==> config.mk <==
export PLATFORM = sky130hd
export DESIGN_NAME = idle_based_core_count_governor_flat
export DESIGN_NICKNAME = d
export VERILOG_FILES = /design/src/ibccg_pkg.sv /design/src/ibccg_if.sv /design/src/idle_based_core_count_governor.sv /design/src/ibccg_ctrl.sv /design/src/ibccg_dp.sv /design/src/flat_wrapper.sv
export SDC_FILE = /design/constraint.sdc
export NUM_CORES = 2
export LEC_CHECK = 0
export BUFFER_PORTS_ARGS = -buffer_cell sky130_fd_sc_hd__buf_4
export CAP_MARGIN = 20
export CORE_UTILIZATION = 60
export CTS_BUF_LIST = sky130_fd_sc_hd__clkbuf_2
export DETAILED_ROUTE_END_ITERATION = 7
export PLACE_DENSITY = 0.78
export REMOVE_ABC_BUFFERS = 1
export SLEW_MARGIN = 20
export SYNTH_ARGS = -nofsm -noshare
export SYNTH_HDL_FRONTEND = slang
export SYNTH_SLANG_ARGS = --single-unit
==> constraint.sdc <==
create_clock -name clk -period 17.1 [get_ports clk]
set_clock_uncertainty 0.05 [all_clocks]
set_input_delay 3.42 -clock clk [delete_from_list [all_inputs] [get_ports clk]]
set_output_delay 3.42 -clock clk [all_outputs]
set_load 0.005 [all_outputs]
==> src/ibccg_pkg.sv <==
package ibccg_pkg;

  localparam int NCORES     = 8;
  localparam int NCNT       = 6;
  localparam int CW         = 64;
  localparam int CNT_W      = $clog2(NCORES + 1);
  localparam int BITS_W     = NCORES - 1;
  localparam int MASK_W     = NCORES;
  localparam int SEL_W      = $clog2(NCNT);
  localparam int STEP_W     = $clog2(CW);
  localparam int THR_W      = 10;
  localparam int DLY_W      = 16;
  localparam int MC_W       = 3;
  localparam int IDLE_W     = 7;
  localparam int OUTC_W     = 2;
  localparam int CFG_IDX_W  = 2;
  localparam int CFG_DATA_W = 16;

  localparam int IDX_IDLE   = 2;
  localparam int IDX_IOWAIT = 3;

  localparam logic [THR_W-1:0]  LOW_RESET   = THR_W'(20);
  localparam logic [THR_W-1:0]  HIGH_RESET  = THR_W'(100);
  localparam logic [DLY_W-1:0]  DELAY_RESET = DLY_W'(30);
  localparam logic [MC_W-1:0]   MC_RESET    = MC_W'(1);
  localparam logic [THR_W-1:0]  LOW_ZERO    = THR_W'(1);
  localparam logic [THR_W-1:0]  HIGH_ZERO   = THR_W'(50);
  localparam logic [MC_W-1:0]   MC_ZERO     = MC_W'(1);
  localparam logic [IDLE_W-1:0] IDLE_MAX    = IDLE_W'(100);

  localparam logic [OUTC_W-1:0] EN_NONE   = 2'd0;
  localparam logic [OUTC_W-1:0] EN_DONE   = 2'd1;
  localparam logic [OUTC_W-1:0] EN_FAIL   = 2'd2;
  localparam logic [OUTC_W-1:0] DIS_NONE  = 2'd0;
  localparam logic [OUTC_W-1:0] DIS_COUNT = 2'd1;
  localparam logic [OUTC_W-1:0] DIS_DONE  = 2'd2;
  localparam logic [OUTC_W-1:0] DIS_FAIL  = 2'd3;

  typedef enum logic [CFG_IDX_W-1:0] {
    CFG_LOW      = 2'd0,
    CFG_HIGH     = 2'd1,
    CFG_DELAY    = 2'd2,
    CFG_MIN_CORE = 2'd3
  } cfg_idx_t;

  typedef struct packed {
    logic             load;
    logic             sum_step;
    logic             scale;
    logic             div_step;
    logic             dec_en;
    logic             dec_dis;
    logic             out_load;
    logic [SEL_W-1:0] sel;
  } ibccg_cmd_t;

  typedef struct packed {
    logic [IDLE_W-1:0] idle_percent;
    logic [OUTC_W-1:0] enable_outcome;
    logic [OUTC_W-1:0] disable_outcome;
    logic [CNT_W-1:0]  cores_online;
    logic [MASK_W-1:0] online_mask;
    logic [DLY_W-1:0]  delay_count;
  } ibccg_res_t;

endpackage

==> src/ibccg_if.sv <==
interface ibccg_sample_if;
  logic                      valid;
  logic                      ready;
  logic                      prime;
  logic [ibccg_pkg::CW-1:0]  user_time;
  logic [ibccg_pkg::CW-1:0]  system_time;
  logic [ibccg_pkg::CW-1:0]  idle_time;
  logic [ibccg_pkg::CW-1:0]  iowait_time;
  logic [ibccg_pkg::CW-1:0]  irq_time;
  logic [ibccg_pkg::CW-1:0]  softirq_time;

  modport source (output valid, prime, user_time, system_time, idle_time, iowait_time,
                  irq_time, softirq_time, input ready);
  modport sink (input valid, prime, user_time, system_time, idle_time, iowait_time,
                irq_time, softirq_time, output ready);
endinterface

interface ibccg_result_if;
  logic                          valid;
  logic                          ready;
  logic [ibccg_pkg::IDLE_W-1:0]  idle_percent;
  logic [ibccg_pkg::OUTC_W-1:0]  enable_outcome;
  logic [ibccg_pkg::OUTC_W-1:0]  disable_outcome;
  logic [ibccg_pkg::CNT_W-1:0]   cores_online;
  logic [ibccg_pkg::MASK_W-1:0]  online_mask;
  logic [ibccg_pkg::DLY_W-1:0]   delay_count;

  modport source (output valid, idle_percent, enable_outcome, disable_outcome, cores_online,
                  online_mask, delay_count, input ready);
  modport sink (input valid, idle_percent, enable_outcome, disable_outcome, cores_online,
                online_mask, delay_count, output ready);
endinterface

==> src/idle_based_core_count_governor.sv <==
// channel   | dir | beat payload
// ----------+-----+-------------------------------------------------------------
// sample    | in  | prime, user/system/idle/iowait/irq/softirq_time (64b each)
// result    | out | idle_percent, enable/disable_outcome, cores_online,
//           |     | online_mask, delay_count
// cfg       | in  | cfg_we, cfg_index, cfg_data (no wait, no read-back)
//
// Prime beat: the result loads in S_OUT, entered from accept. Other beats
// first pass the 6-step delta accumulate and the 64-step restoring divider.
// One sample in work at a time; the next is taken once its result is loaded.
// A result holds in the output register until taken; the next sample may be
// accepted meanwhile. Synchronous reset: all cores online, baseline zero.
module idle_based_core_count_governor (
  input  logic                                clk,
  input  logic                                rst,
  ibccg_sample_if.sink                        sample,
  ibccg_result_if.source                      result,
  input  logic                                cfg_we,
  input  logic [ibccg_pkg::CFG_IDX_W-1:0]     cfg_index,
  input  logic [ibccg_pkg::CFG_DATA_W-1:0]    cfg_data
);

  ibccg_pkg::ibccg_cmd_t                               cmd;
  ibccg_pkg::ibccg_res_t                               res;
  logic [ibccg_pkg::NCNT-1:0][ibccg_pkg::CW-1:0]       snap;
  logic                                                in_ready;
  logic                                                out_valid;

  assign snap[0] = sample.user_time;
  assign snap[1] = sample.system_time;
  assign snap[2] = sample.idle_time;
  assign snap[3] = sample.iowait_time;
  assign snap[4] = sample.irq_time;
  assign snap[5] = sample.softirq_time;

  assign sample.ready = in_ready;
  assign result.valid = out_valid;
  assign result.idle_percent    = res.idle_percent;
  assign result.enable_outcome  = res.enable_outcome;
  assign result.disable_outcome = res.disable_outcome;
  assign result.cores_online    = res.cores_online;
  assign result.online_mask     = res.online_mask;
  assign result.delay_count     = res.delay_count;

  ibccg_ctrl u_ctrl (
    .clk       (clk),
    .rst       (rst),
    .in_valid  (sample.valid),
    .in_prime  (sample.prime),
    .out_ready (result.ready),
    .in_ready  (in_ready),
    .out_valid (out_valid),
    .cmd       (cmd)
  );

  ibccg_dp u_dp (
    .clk       (clk),
    .rst       (rst),
    .cmd       (cmd),
    .prime     (sample.prime),
    .snap      (snap),
    .cfg_we    (cfg_we),
    .cfg_index (cfg_index),
    .cfg_data  (cfg_data),
    .res       (res)
  );

endmodule

==> src/ibccg_ctrl.sv <==
module ibccg_ctrl (
  input  logic                  clk,
  input  logic                  rst,
  input  logic                  in_valid,
  input  logic                  in_prime,
  input  logic                  out_ready,
  output logic                  in_ready,
  output logic                  out_valid,
  output ibccg_pkg::ibccg_cmd_t cmd
);

  typedef enum logic [6:0] {
    S_IDLE    = 7'b0000001,
    S_SUM     = 7'b0000010,
    S_SCALE   = 7'b0000100,
    S_DIV     = 7'b0001000,
    S_DEC_EN  = 7'b0010000,
    S_DEC_DIS = 7'b0100000,
    S_OUT     = 7'b1000000
  } state_t;

  state_t                         state, state_next;
  logic [ibccg_pkg::STEP_W-1:0]   step, step_next;
  logic                           out_valid_next;

  always_comb begin
    state_next     = state;
    step_next      = step;
    cmd            = '0;
    in_ready       = 1'b0;
    out_valid_next = out_valid && !out_ready;
    unique case (state)
      S_IDLE: begin
        in_ready = 1'b1;
        if (in_valid) begin
          cmd.load   = 1'b1;
          step_next  = '0;
          state_next = in_prime ? S_OUT : S_SUM;
        end
      end
      S_SUM: begin
        cmd.sum_step = 1'b1;
        cmd.sel      = step[ibccg_pkg::SEL_W-1:0];
        if (step == ibccg_pkg::STEP_W'(ibccg_pkg::NCNT - 1)) begin
          step_next  = '0;
          state_next = S_SCALE;
        end else begin
          step_next = step + ibccg_pkg::STEP_W'(1);
        end
      end
      S_SCALE: begin
        cmd.scale  = 1'b1;
        state_next = S_DIV;
      end
      S_DIV: begin
        cmd.div_step = 1'b1;
        if (step == ibccg_pkg::STEP_W'(ibccg_pkg::CW - 1)) begin
          step_next  = '0;
          state_next = S_DEC_EN;
        end else begin
          step_next = step + ibccg_pkg::STEP_W'(1);
        end
      end
      S_DEC_EN: begin
        cmd.dec_en = 1'b1;
        state_next = S_DEC_DIS;
      end
      S_DEC_DIS: begin
        cmd.dec_dis = 1'b1;
        state_next  = S_OUT;
      end
      S_OUT: begin
        if (!out_valid || out_ready) begin
          cmd.out_load   = 1'b1;
          out_valid_next = 1'b1;
          state_next     = S_IDLE;
        end
      end
      default: state_next = S_IDLE;
    endcase
  end

  always_ff @(posedge clk) begin
    if (rst) begin
      state     <= S_IDLE;
      step      <= '0;
      out_valid <= 1'b0;
    end else begin
      state     <= state_next;
      step      <= step_next;
      out_valid <= out_valid_next;
    end
  end

  a_one_at_a_time: assert property (@(posedge clk) disable iff (rst)
    (in_valid && in_ready) |=> !in_ready)
    else $error("sample taken while another is in work");

  a_div_length: assert property (@(posedge clk) disable iff (rst)
    (state == S_DEC_EN) |-> $past(state == S_DIV, 1) && $past(state == S_DIV, 64))
    else $error("divider did not run its full length");

endmodule

==> src/ibccg_dp.sv <==
module ibccg_dp (
  input  logic                                                clk,
  input  logic                                                rst,
  input  ibccg_pkg::ibccg_cmd_t                               cmd,
  input  logic                                                prime,
  input  logic [ibccg_pkg::NCNT-1:0][ibccg_pkg::CW-1:0]       snap,
  input  logic                                                cfg_we,
  input  logic [ibccg_pkg::CFG_IDX_W-1:0]                     cfg_index,
  input  logic [ibccg_pkg::CFG_DATA_W-1:0]                    cfg_data,
  output ibccg_pkg::ibccg_res_t                               res
);

  localparam int CW     = ibccg_pkg::CW;
  localparam int NCNT   = ibccg_pkg::NCNT;
  localparam int THR_W  = ibccg_pkg::THR_W;
  localparam int CNT_W  = ibccg_pkg::CNT_W;
  localparam int BITS_W = ibccg_pkg::BITS_W;
  localparam int DLY_W  = ibccg_pkg::DLY_W;
  localparam int IDLE_W = ibccg_pkg::IDLE_W;

  logic [THR_W-1:0]               low_thr, high_thr;
  logic [DLY_W-1:0]               delay_thr;
  logic [ibccg_pkg::MC_W-1:0]     min_core;

  logic [CW-1:0]                  prev [NCNT];
  logic [CW-1:0]                  delta [NCNT];
  logic [CW-1:0]                  acc, tsum, quo, rem;
  logic                           prime_r;

  logic [BITS_W-1:0]              online_bits;
  logic [CNT_W-1:0]               core_count;
  logic [DLY_W-1:0]               run;
  logic [ibccg_pkg::OUTC_W-1:0]   en_out, dis_out;
  logic [IDLE_W-1:0]              idle_sat;

  logic [CW:0]                    shifted;
  logic                           fits;
  logic                           big;
  logic [THR_W-1:0]               iq, lo_eff, hi_eff, lo_clamp;
  logic [ibccg_pkg::MC_W-1:0]     mc_eff;
  logic [THR_W+CNT_W:0]           prod_lo;
  logic [THR_W+CNT_W-1:0]         prod_hi;
  logic                           en_cond, dis_cond;
  logic                           en_found, dis_found;
  logic [BITS_W-1:0]              en_bits, dis_bits;
  logic [DLY_W:0]                 run_inc;

  always_comb begin
    shifted = {rem, quo[CW-1]};
    fits    = shifted >= {1'b0, acc};
    big     = |quo[CW-1:THR_W];
    iq      = quo[THR_W-1:0];
    hi_eff  = (high_thr == '0) ? ibccg_pkg::HIGH_ZERO : high_thr;
    lo_eff  = (low_thr == '0) ? ibccg_pkg::LOW_ZERO : low_thr;
    lo_clamp = (lo_eff > hi_eff) ? hi_eff : lo_eff;
    mc_eff  = (min_core == '0) ? ibccg_pkg::MC_ZERO : min_core;
    // idle < lo/c  <=>  (idle+1)*c <= lo ;  idle > hi/c  <=>  idle*c > hi
    prod_lo = ({1'b0, iq} + (THR_W+1)'(1)) * {1'b0, core_count};
    prod_hi = iq * core_count;
    en_cond  = !big && (prod_lo <= (THR_W+CNT_W+1)'(lo_clamp));
    dis_cond = big || (prod_hi > (THR_W+CNT_W)'(hi_eff));
    run_inc  = {1'b0, run} + (DLY_W+1)'(1);

    en_found = 1'b0;
    en_bits  = online_bits;
    for (int j = 0; j < BITS_W; j++) begin
      if (!en_found && !online_bits[j]) begin
        en_found   = 1'b1;
        en_bits[j] = 1'b1;
      end
    end

    dis_found = 1'b0;
    dis_bits  = online_bits;
    for (int j = 0; j < BITS_W; j++) begin
      if (!dis_found && online_bits[j] && (j + 1 >= int'(mc_eff))) begin
        dis_found   = 1'b1;
        dis_bits[j] = 1'b0;
      end
    end
  end

  always_ff @(posedge clk) begin
    if (rst) begin
      low_thr   <= ibccg_pkg::LOW_RESET;
      high_thr  <= ibccg_pkg::HIGH_RESET;
      delay_thr <= ibccg_pkg::DELAY_RESET;
      min_core  <= ibccg_pkg::MC_RESET;
    end else if (cfg_we) begin
      unique case (ibccg_pkg::cfg_idx_t'(cfg_index))
        ibccg_pkg::CFG_LOW:      low_thr   <= cfg_data[THR_W-1:0];
        ibccg_pkg::CFG_HIGH:     high_thr  <= cfg_data[THR_W-1:0];
        ibccg_pkg::CFG_DELAY:    delay_thr <= cfg_data[DLY_W-1:0];
        ibccg_pkg::CFG_MIN_CORE: min_core  <= cfg_data[ibccg_pkg::MC_W-1:0];
        default: ;
      endcase
    end
  end

  always_ff @(posedge clk) begin
    if (rst) begin
      for (int i = 0; i < NCNT; i++) prev[i] <= '0;
      online_bits <= '1;
      core_count  <= CNT_W'(ibccg_pkg::NCORES);
      run         <= '0;
    end else begin
      if (cmd.load) begin
        for (int i = 0; i < NCNT; i++) prev[i] <= snap[i];
      end
      if (cmd.dec_en && en_cond) begin
        run <= '0;
        if (en_found) begin
          online_bits <= en_bits;
          core_count  <= core_count + CNT_W'(1);
        end
      end
      if (cmd.dec_dis) begin
        if (!dis_cond) begin
          run <= '0;
        end else if (run_inc > (DLY_W+1)'(delay_thr)) begin
          run <= '0;
          if (dis_found) begin
            online_bits <= dis_bits;
            core_count  <= core_count - CNT_W'(1);
          end
        end else begin
          run <= run_inc[DLY_W-1:0];
        end
      end
    end
  end

  always_ff @(posedge clk) begin
    if (cmd.load) begin
      prime_r <= prime;
      acc     <= CW'(1);
      for (int i = 0; i < NCNT; i++) begin
        delta[i] <= (snap[i] >= prev[i]) ? snap[i] - prev[i] : '0;
      end
    end
    if (cmd.sum_step) begin
      acc  <= acc + delta[cmd.sel];
      tsum <= delta[ibccg_pkg::IDX_IDLE] + delta[ibccg_pkg::IDX_IOWAIT];
    end
    if (cmd.scale) begin
      quo <= (tsum << 6) + (tsum << 5) + (tsum << 2);
      rem <= '0;
    end
    // restoring divide; a zero divisor yields all ones
    if (cmd.div_step) begin
      rem <= fits ? CW'(shifted - {1'b0, acc}) : shifted[CW-1:0];
      quo <= {quo[CW-2:0], fits};
    end
    if (cmd.dec_en) begin
      idle_sat <= (big || iq > THR_W'(ibccg_pkg::IDLE_MAX)) ? ibccg_pkg::IDLE_MAX
                                                           : iq[IDLE_W-1:0];
      en_out   <= !en_cond ? ibccg_pkg::EN_NONE
                           : (en_found ? ibccg_pkg::EN_DONE : ibccg_pkg::EN_FAIL);
    end
    if (cmd.dec_dis) begin
      if (!dis_cond) begin
        dis_out <= ibccg_pkg::DIS_NONE;
      end else if (run_inc > (DLY_W+1)'(delay_thr)) begin
        dis_out <= dis_found ? ibccg_pkg::DIS_DONE : ibccg_pkg::DIS_FAIL;
      end else begin
        dis_out <= ibccg_pkg::DIS_COUNT;
      end
    end
    if (cmd.out_load) begin
      res.idle_percent    <= prime_r ? '0 : idle_sat;
      res.enable_outcome  <= prime_r ? ibccg_pkg::EN_NONE : en_out;
      res.disable_outcome <= prime_r ? ibccg_pkg::DIS_NONE : dis_out;
      res.cores_online    <= core_count;
      res.online_mask     <= {online_bits, 1'b1};
      res.delay_count     <= run;
    end
  end

  a_count_matches_mask: assert property (@(posedge clk) disable iff (rst)
    core_count == CNT_W'($countones(online_bits) + 1))
    else $error("core count out of step with online mask");

  a_idle_saturated: assert property (@(posedge clk) disable iff (rst)
    $past(cmd.out_load) |-> res.idle_percent <= ibccg_pkg::IDLE_MAX)
    else $error("idle percent above saturation");

endmodule
==> src/flat_wrapper.sv <==
// flat-port wrapper written by rule: the top's interface ports become plain ports
module idle_based_core_count_governor_flat 
  (clk, rst, cfg_we, cfg_index, cfg_data, sample_valid, sample_prime, sample_user_time, sample_system_time, sample_idle_time, sample_iowait_time, sample_irq_time, sample_softirq_time, sample_ready, result_valid, result_idle_percent, result_enable_outcome, result_disable_outcome, result_cores_online, result_online_mask, result_delay_count, result_ready);
  ibccg_sample_if sample_i ();
  ibccg_result_if result_i ();
  input  logic clk;
  input  logic rst;
  input  logic cfg_we;
  input  logic [ibccg_pkg::CFG_IDX_W-1:0] cfg_index;
  input  logic [ibccg_pkg::CFG_DATA_W-1:0] cfg_data;
  input wire logic [$bits(sample_i.valid)-1:0] sample_valid;
  input wire logic [$bits(sample_i.prime)-1:0] sample_prime;
  input wire logic [$bits(sample_i.user_time)-1:0] sample_user_time;
  input wire logic [$bits(sample_i.system_time)-1:0] sample_system_time;
  input wire logic [$bits(sample_i.idle_time)-1:0] sample_idle_time;
  input wire logic [$bits(sample_i.iowait_time)-1:0] sample_iowait_time;
  input wire logic [$bits(sample_i.irq_time)-1:0] sample_irq_time;
  input wire logic [$bits(sample_i.softirq_time)-1:0] sample_softirq_time;
  output wire logic [$bits(sample_i.ready)-1:0] sample_ready;
  output wire logic [$bits(result_i.valid)-1:0] result_valid;
  output wire logic [$bits(result_i.idle_percent)-1:0] result_idle_percent;
  output wire logic [$bits(result_i.enable_outcome)-1:0] result_enable_outcome;
  output wire logic [$bits(result_i.disable_outcome)-1:0] result_disable_outcome;
  output wire logic [$bits(result_i.cores_online)-1:0] result_cores_online;
  output wire logic [$bits(result_i.online_mask)-1:0] result_online_mask;
  output wire logic [$bits(result_i.delay_count)-1:0] result_delay_count;
  input wire logic [$bits(result_i.ready)-1:0] result_ready;
  assign sample_i.valid = sample_valid;
  assign sample_i.prime = sample_prime;
  assign sample_i.user_time = sample_user_time;
  assign sample_i.system_time = sample_system_time;
  assign sample_i.idle_time = sample_idle_time;
  assign sample_i.iowait_time = sample_iowait_time;
  assign sample_i.irq_time = sample_irq_time;
  assign sample_i.softirq_time = sample_softirq_time;
  assign sample_ready = sample_i.ready;
  assign result_valid = result_i.valid;
  assign result_idle_percent = result_i.idle_percent;
  assign result_enable_outcome = result_i.enable_outcome;
  assign result_disable_outcome = result_i.disable_outcome;
  assign result_cores_online = result_i.cores_online;
  assign result_online_mask = result_i.online_mask;
  assign result_delay_count = result_i.delay_count;
  assign result_i.ready = result_ready;
  idle_based_core_count_governor u_core (.clk(clk), .rst(rst), .sample(sample_i), .result(result_i), .cfg_we(cfg_we), .cfg_index(cfg_index), .cfg_data(cfg_data));
endmodule
* Yosys cells after proc, flatten, opt, wreduce, memory -nomap -nowiden
Memories as Yosys holds them, arrays and structs flattened.
Cells that the tools add are included.
** Operators by class
- $lt $le $gt $ge :: 18
- Mux-type cells :: 98
- Bitwise logic cells :: 6
- $add $sub $neg :: 16
- Reduce and logical (&&, ||, !) cells :: 60
- Eq/ne operators :: 23
- Multiply operators :: 2
** Operator list (count)
- two-way mux 64 bit :: 19
- subtractor 64 bit :: 7
- >= comparator 64 bit :: 6
- adder 64 bit :: 3
- two-way mux 7 bit :: 11
- >= comparator 65 x 64 -> 1 bit :: 1
- two-way mux 16 bit :: 4
- adder 62 bit :: 1
- OR reduction 54 bit :: 1
- one-hot mux 7 bit (7 select lines) :: 1
- two-way mux 1 bit :: 47
- inequality test 5 bit (second input constant) :: 7
- two-way mux 10 bit :: 3
- two-way mux 4 bit :: 6
- logical AND 1 bit :: 21
- zero test 1 bit :: 20
- zero test 10 bit :: 2
- two-way mux 6 bit :: 3
- one-hot mux 6 bit (3 select lines) :: 1
- adder 16 x 1 -> 17 bit (second input constant) :: 1
- > comparator 17 x 16 -> 1 bit :: 1
- <= comparator 15 x 10 -> 1 bit :: 1
- multiplier 11 x 4 -> 15 bit :: 1
- > comparator 14 x 10 -> 1 bit :: 1
- 32 further kinds :: 54
** Storage, ports and cells
- Output and inout bits :: 41
- Input port bits :: 408
- Memory bits (writable) :: 768
- Register bits after elaboration :: 384
- Memories :: 2
- Word-level logic and storage cells :: 256
** Memories
- u_core.u_dp.delta :: depth 6, width 64, read ports 3, clocked after memory_dff 0, wr ports 6, RTL line ibccg_dp.sv:26 : logic [CW-1:0] delta [NCNT];
- u_core.u_dp.prev :: depth 6, width 64, read ports 6, clocked after memory_dff 0, wr ports 6, RTL line ibccg_dp.sv:25 : logic [CW-1:0] prev [NCNT];

* Logic depth before layout (Yosys ltp)
- Depth in word-level cells :: 32
- Mapped depth :: 27
- Depth with buffers taken out :: 25

* Hierarchy
A second synthesis with hierarchy kept.
** Second synthesis, totals
- Cells, all modules :: 9003
- Area, all modules :: 86042.5 um^2
** Modules (own cells, without submodules)
- ibccg_dp :: seq. area each 33512.1 um^2, instances 1, area each 85164.2 um^2, cells an instance 8900
- ibccg_ctrl :: seq. area each 280.3 um^2, instances 1, area each 878.3 um^2, cells an instance 103

* Least setup slack after synthesis
OpenSTA, ideal clock, no wires.
- Path type :: input port to flip-flop
- From :: input rst
- To :: memory u_core.u_dp.prev[0][0] (enable)
- Data arrival time :: 13114 ps
- Path slack :: 3119 ps
- Setup time :: 817 ps
- Stages :: 3
- Cells stage by stage :: clkbuf_1 > clkbuf_1 > nand2b_1
** RTL lines
- from (decl) :: RTL line flat_wrapper.sv:7 : input logic rst;
- to (decl) :: RTL line ibccg_dp.sv:25

* Final worst setup path
- From :: register u_core.u_ctrl.state[2]
- To :: register u_core.u_dp.acc[63], data pin
** On the way
- Word-level cells in the longest chain between the ends :: 5
- Elaborated cells on any way between the ends :: 6
- Those cells by class :: add/sub (1); eq/ne (1); mux (3); memory (1)
** RTL lines
- from (decl) :: RTL line ibccg_ctrl.sv:22 : state_t state, state_next;
- from (signal assigned) :: RTL line ibccg_ctrl.sv:89 : state <= state_next;
- == test 7 x 2 -> 1 bit * :: RTL line ibccg_ctrl.sv:32 : unique case (state)
- two-way mux 3 bit :: RTL line ibccg_ctrl.sv:32
- memory read (6 x 64 bit)
- adder 64 bit :: RTL line ibccg_dp.sv:142 : acc <= acc + delta[cmd.sel];
- two-way mux 64 bit * :: RTL line ibccg_dp.sv:141 : if (cmd.sum_step) begin
- to (signal assigned) :: RTL line ibccg_dp.sv:142
- to (decl) :: RTL line ibccg_dp.sv:27 : logic [CW-1:0] acc, tsum, quo, rem;
Mark *: on every way between the ends. The rest lies on a longest branch, timed or not.
A chain may end at the register's enable or synchronous reset.

==> impl_metrics.toml <==
[min_path]
hp-class = "flip-flop to flip-flop"

[sta]
rsz0062_at_grt = "no"
finalCritPeriodShare_pct = 46.0
finalCriticalPeriod_ns = 7.86
worst_slew_pin_slew_ns = 1.21
final_max_slew_viol_count = 0
max_freq_mhz = 127
tns_ns = 0
relSlewSlack_pct = 19.6
hold_viol = 0
setup-violations-final = 0

[outcome]
status = "completed"

[drt]
firstDrtPassIters = 6
num_vias = 73400
dr.first_iter.drc_count = 7581
viasPerCell = 6.16
drc_errors = 0
ant_nets = 0
wl_um = 260000
wl_per_cell_um = 21.8

[placement]
place_area_um2 = 91200
placedCellCount = 11300
hpwl_um = 201000
portBuffers = 447
gp_congestion = 1.02

[cts]
clock_sinks = 1152
postCtsSetupBuffers = 0
cts_root_buf = "clkbuf_2"
cts_tree = "done"
cts_buffers = 328
cts_hold_buf = 0
ctsResizeCount = 0
clk_path_buf_depth = 4
clk_pin_slew_worst_paths_ns = 0.10
worstSkewPairLatency_ns = 1.77
cts_htree_levels = 5

[synthesis]
syn_area_um2 = 86600
synth-async-reset-ratio_pct = 0
synth_edf_count = 1072
synth.area.mux_share_pct = 2.23
avgSynthCellArea_um2 = 9.25
ys_seq_area_share_pct = 39.0
synth_top_family_by_area = "compound AO/OA/AOI/OAI gates"
synth_compound_area_share_pct = 18.1
yosys.area_share.simple_pct = 16.7
synth.largest_area_cell = "edfxtp_1"
ys_top_cells_by_area = "edfxtp_1 37%, ha_1 10%, a21oi_1 4.3%"
synth_warnings = 0
netlist_instances = 9356
ys_ff_latch = 1152
yosys.area.top_type_share_pct = 37.2
synth-main-ff-cell = "edfxtp_1"
synthXorXnorAreaFrac_pct = 6.18
synthAdderAreaFrac_pct = 12.7
synth_cell_types = 92

[floorplan]
die_x_um = 382
num_rows = 139
initial_core_util_pct = 60.4
ios = 449
die_h_um = 382
dieArea_um2 = 146000
coreArea_um2 = 143000

[critical_path]
crit_start = "u_core.u_ctrl.state[2]"
ff2ff_setup_slack_ns = 9.24
endpoint = "u_core.u_dp.acc[63]"
cp.arrival_ns = 9.24
start_kind = "flip-flop"
crit_type = "flip-flop to flip-flop"
worstPathMaxFanout = 41
end_kind = "flip-flop"
cp_data_required_time_ns = 18.48
worst-r2r-cell-count = 24
r2r_end = "u_core.u_dp.acc[63]"
crit-reg2reg-launch = "u_core.u_ctrl.state[2]"

[pwr]
power_mw = 9.27
p_per_area_nw_per_um2 = 98.5
peakVddDrop_mv = 0.0711
p_leak_nw = 40.1

[layout]
nNetsFinal = 11000
final_cell_mix = "1072 x edfxtp_1, 926 x nor2_1, 743 x a21oi_1, 724 x inv_1, 720 x ha_1"
area_growth_pct = 8.70
fin_cells = 11900
utilization_pct = 65.7
final_common_cell = "edfxtp_1"
finalInstanceArea_um2 = 94100
drive_gt1_share_pct = 11.3

[global_route]
grt_pass1_vias = 69600
grt_use_total_pct = 34.9
overflow = 0
grt_pass1_wl_um = 396000
antenna_found_initial = 14
grt_max_degree = 277

[job]
maxCapViolCount = 0
-- power by group --
group	switching (mW)	total [mW]	internal, mW
Sequential	0.187	3.75	3.56
Combinational	2.15	3.46	1.31
Clock	1.25	2.06	0.806
-- stage by stage --
stage               hold slack [ns]  setup slack (ns)
floorplan                     0.380              3.65
global placement              0.397              8.84
detailed placement            0.401              8.68
CTS                           0.417              9.29
global route                  0.444              8.91
finish                        0.412              9.24
-- routing by layer --
| metal | track usage [%] | vias to the layer above | wire length, µm |
|---|---|---|---|
| met2 | 54.0 | 3435 | 115000 |
| met5 | 0 | - | 57 |
| li1 | - | 34500 | - |
| met4 | 18.7 | 6 | 14600 |
| met3 | 5.73 | 647 | 22900 |
| met1 | 47.0 | 34700 | 107000 |
-- worst min-delay path by stage --
| stage | startpoint | endpoint | slack (ns) | depth (start not counted) |
|---|---|---|---|---|
| finish | u_core.u_dp.delay_thr[5] | u_core.u_dp.delay_thr[5] | 0.41 | 2 |
| floorplan | u_core.u_dp.run[10] | u_core.u_dp.res[10] | 0.38 | 0 |
| global placement | u_core.u_dp.delay_thr[5] | u_core.u_dp.delay_thr[5] | 0.40 | 2 |
| CTS | u_core.u_dp.delay_thr[5] | u_core.u_dp.delay_thr[5] | 0.42 | 2 |
| detailed placement | u_core.u_dp.delay_thr[5] | u_core.u_dp.delay_thr[5] | 0.40 | 2 |
| global route | u_core.u_dp.delay_thr[12] | u_core.u_dp.delay_thr[12] | 0.44 | 2 |
-- Yosys cell counts, drive strengths merged (12+ instances only) --
cell type  number
a311oi         25
mux2i         123
mux2           62
a21oi         748
buf            46
nand2b         74
o21ai         478
nor4           39
nor2b         149
o22ai          13
o31a           22
inv           726
and3           74
and2          435
a2111oi        15
a21o          421
nand4         160
o21bai        127
a21boi         33
nand3b         15
a31oi          89
nor3          124
o21a           85
a211o          20
or2            28
a221oi         26
a31o           18
dfxtp          80
a211oi         74
fa            101
xnor2         356
edfxtp       1072
clkbuf        349
and4           15
nor2          931
o211ai         93
ha            720
nand2         705
or3            23
o31ai          47
nand3         192
a221o          12
xor2          255
or4            22
a41oi          17
-- sequential cells by signal (all words and copies together) (netlist names) --
register,cells
u_core.u_dp.delta,384
u_core.u_dp.prev,384
u_core.u_dp.acc,64
u_core.u_dp.quo,64
u_core.u_dp.rem,64
u_core.u_dp.tsum,62
u_core.u_dp.res,38
u_core.u_dp.delay_thr,16
u_core.u_dp.run,16
u_core.u_dp.high_thr,10
u_core.u_dp.low_thr,10
u_core.u_ctrl.state,7
u_core.u_dp.idle_sat,7
u_core.u_dp.online_bits,7
u_core.u_ctrl.step,6
u_core.u_dp.core_count,4
u_core.u_dp.min_core,3
u_core.u_dp.dis_out,2
u_core.u_dp.en_out,2
u_core.u_ctrl.out_valid,1
u_core.u_dp.prime_r,1
-- cells by family after synthesis --
family / after synthesis
xor+xnor: 611
simple gates: 3010
buf+inv: 1122
compound gates: 2454
fa+ha+maj: 821
mux: 185
flops: 1152
other cells: 1
-- worst max-delay path, stage by stage, from the launching register on --
cell and delay (ns):
dfxtp_1 0.34, or3_1 0.39, nor3_1 0.21, nand3b_1 0.26, inv_2 0.19, buf_4 0.48
and2_4 0.53, buf_4 0.50, nand2_1 0.12, nand3_1 0.33, o211ai_1 0.33, o21ai_0 0.28
ha_1 0.39, a21o_1 0.21, a221oi_1 0.38, a221oi_1 0.21, a211oi_1 0.26, a21o_1 0.24
o21ai_1 0.15, a221o_1 0.36, a311oi_1 0.48, o21ai_0 0.28, a311oi_1 0.36, xnor2_1 0.16
nor2_1 0.06
-- layout make-up --
type | instances | area, µm²
clock inverter | 100 | 573
timing repair buffer | 483 | 3660
inverter | 727 | 2740
multi-input combinational | 7082 | 48600
fill | 11900 | 49200
antenna | 11 | 27.5
tap | 1903 | 2380
clock buffer | 454 | 2270
sequential | 1152 | 33800
(Power assumes the default switching activity.)
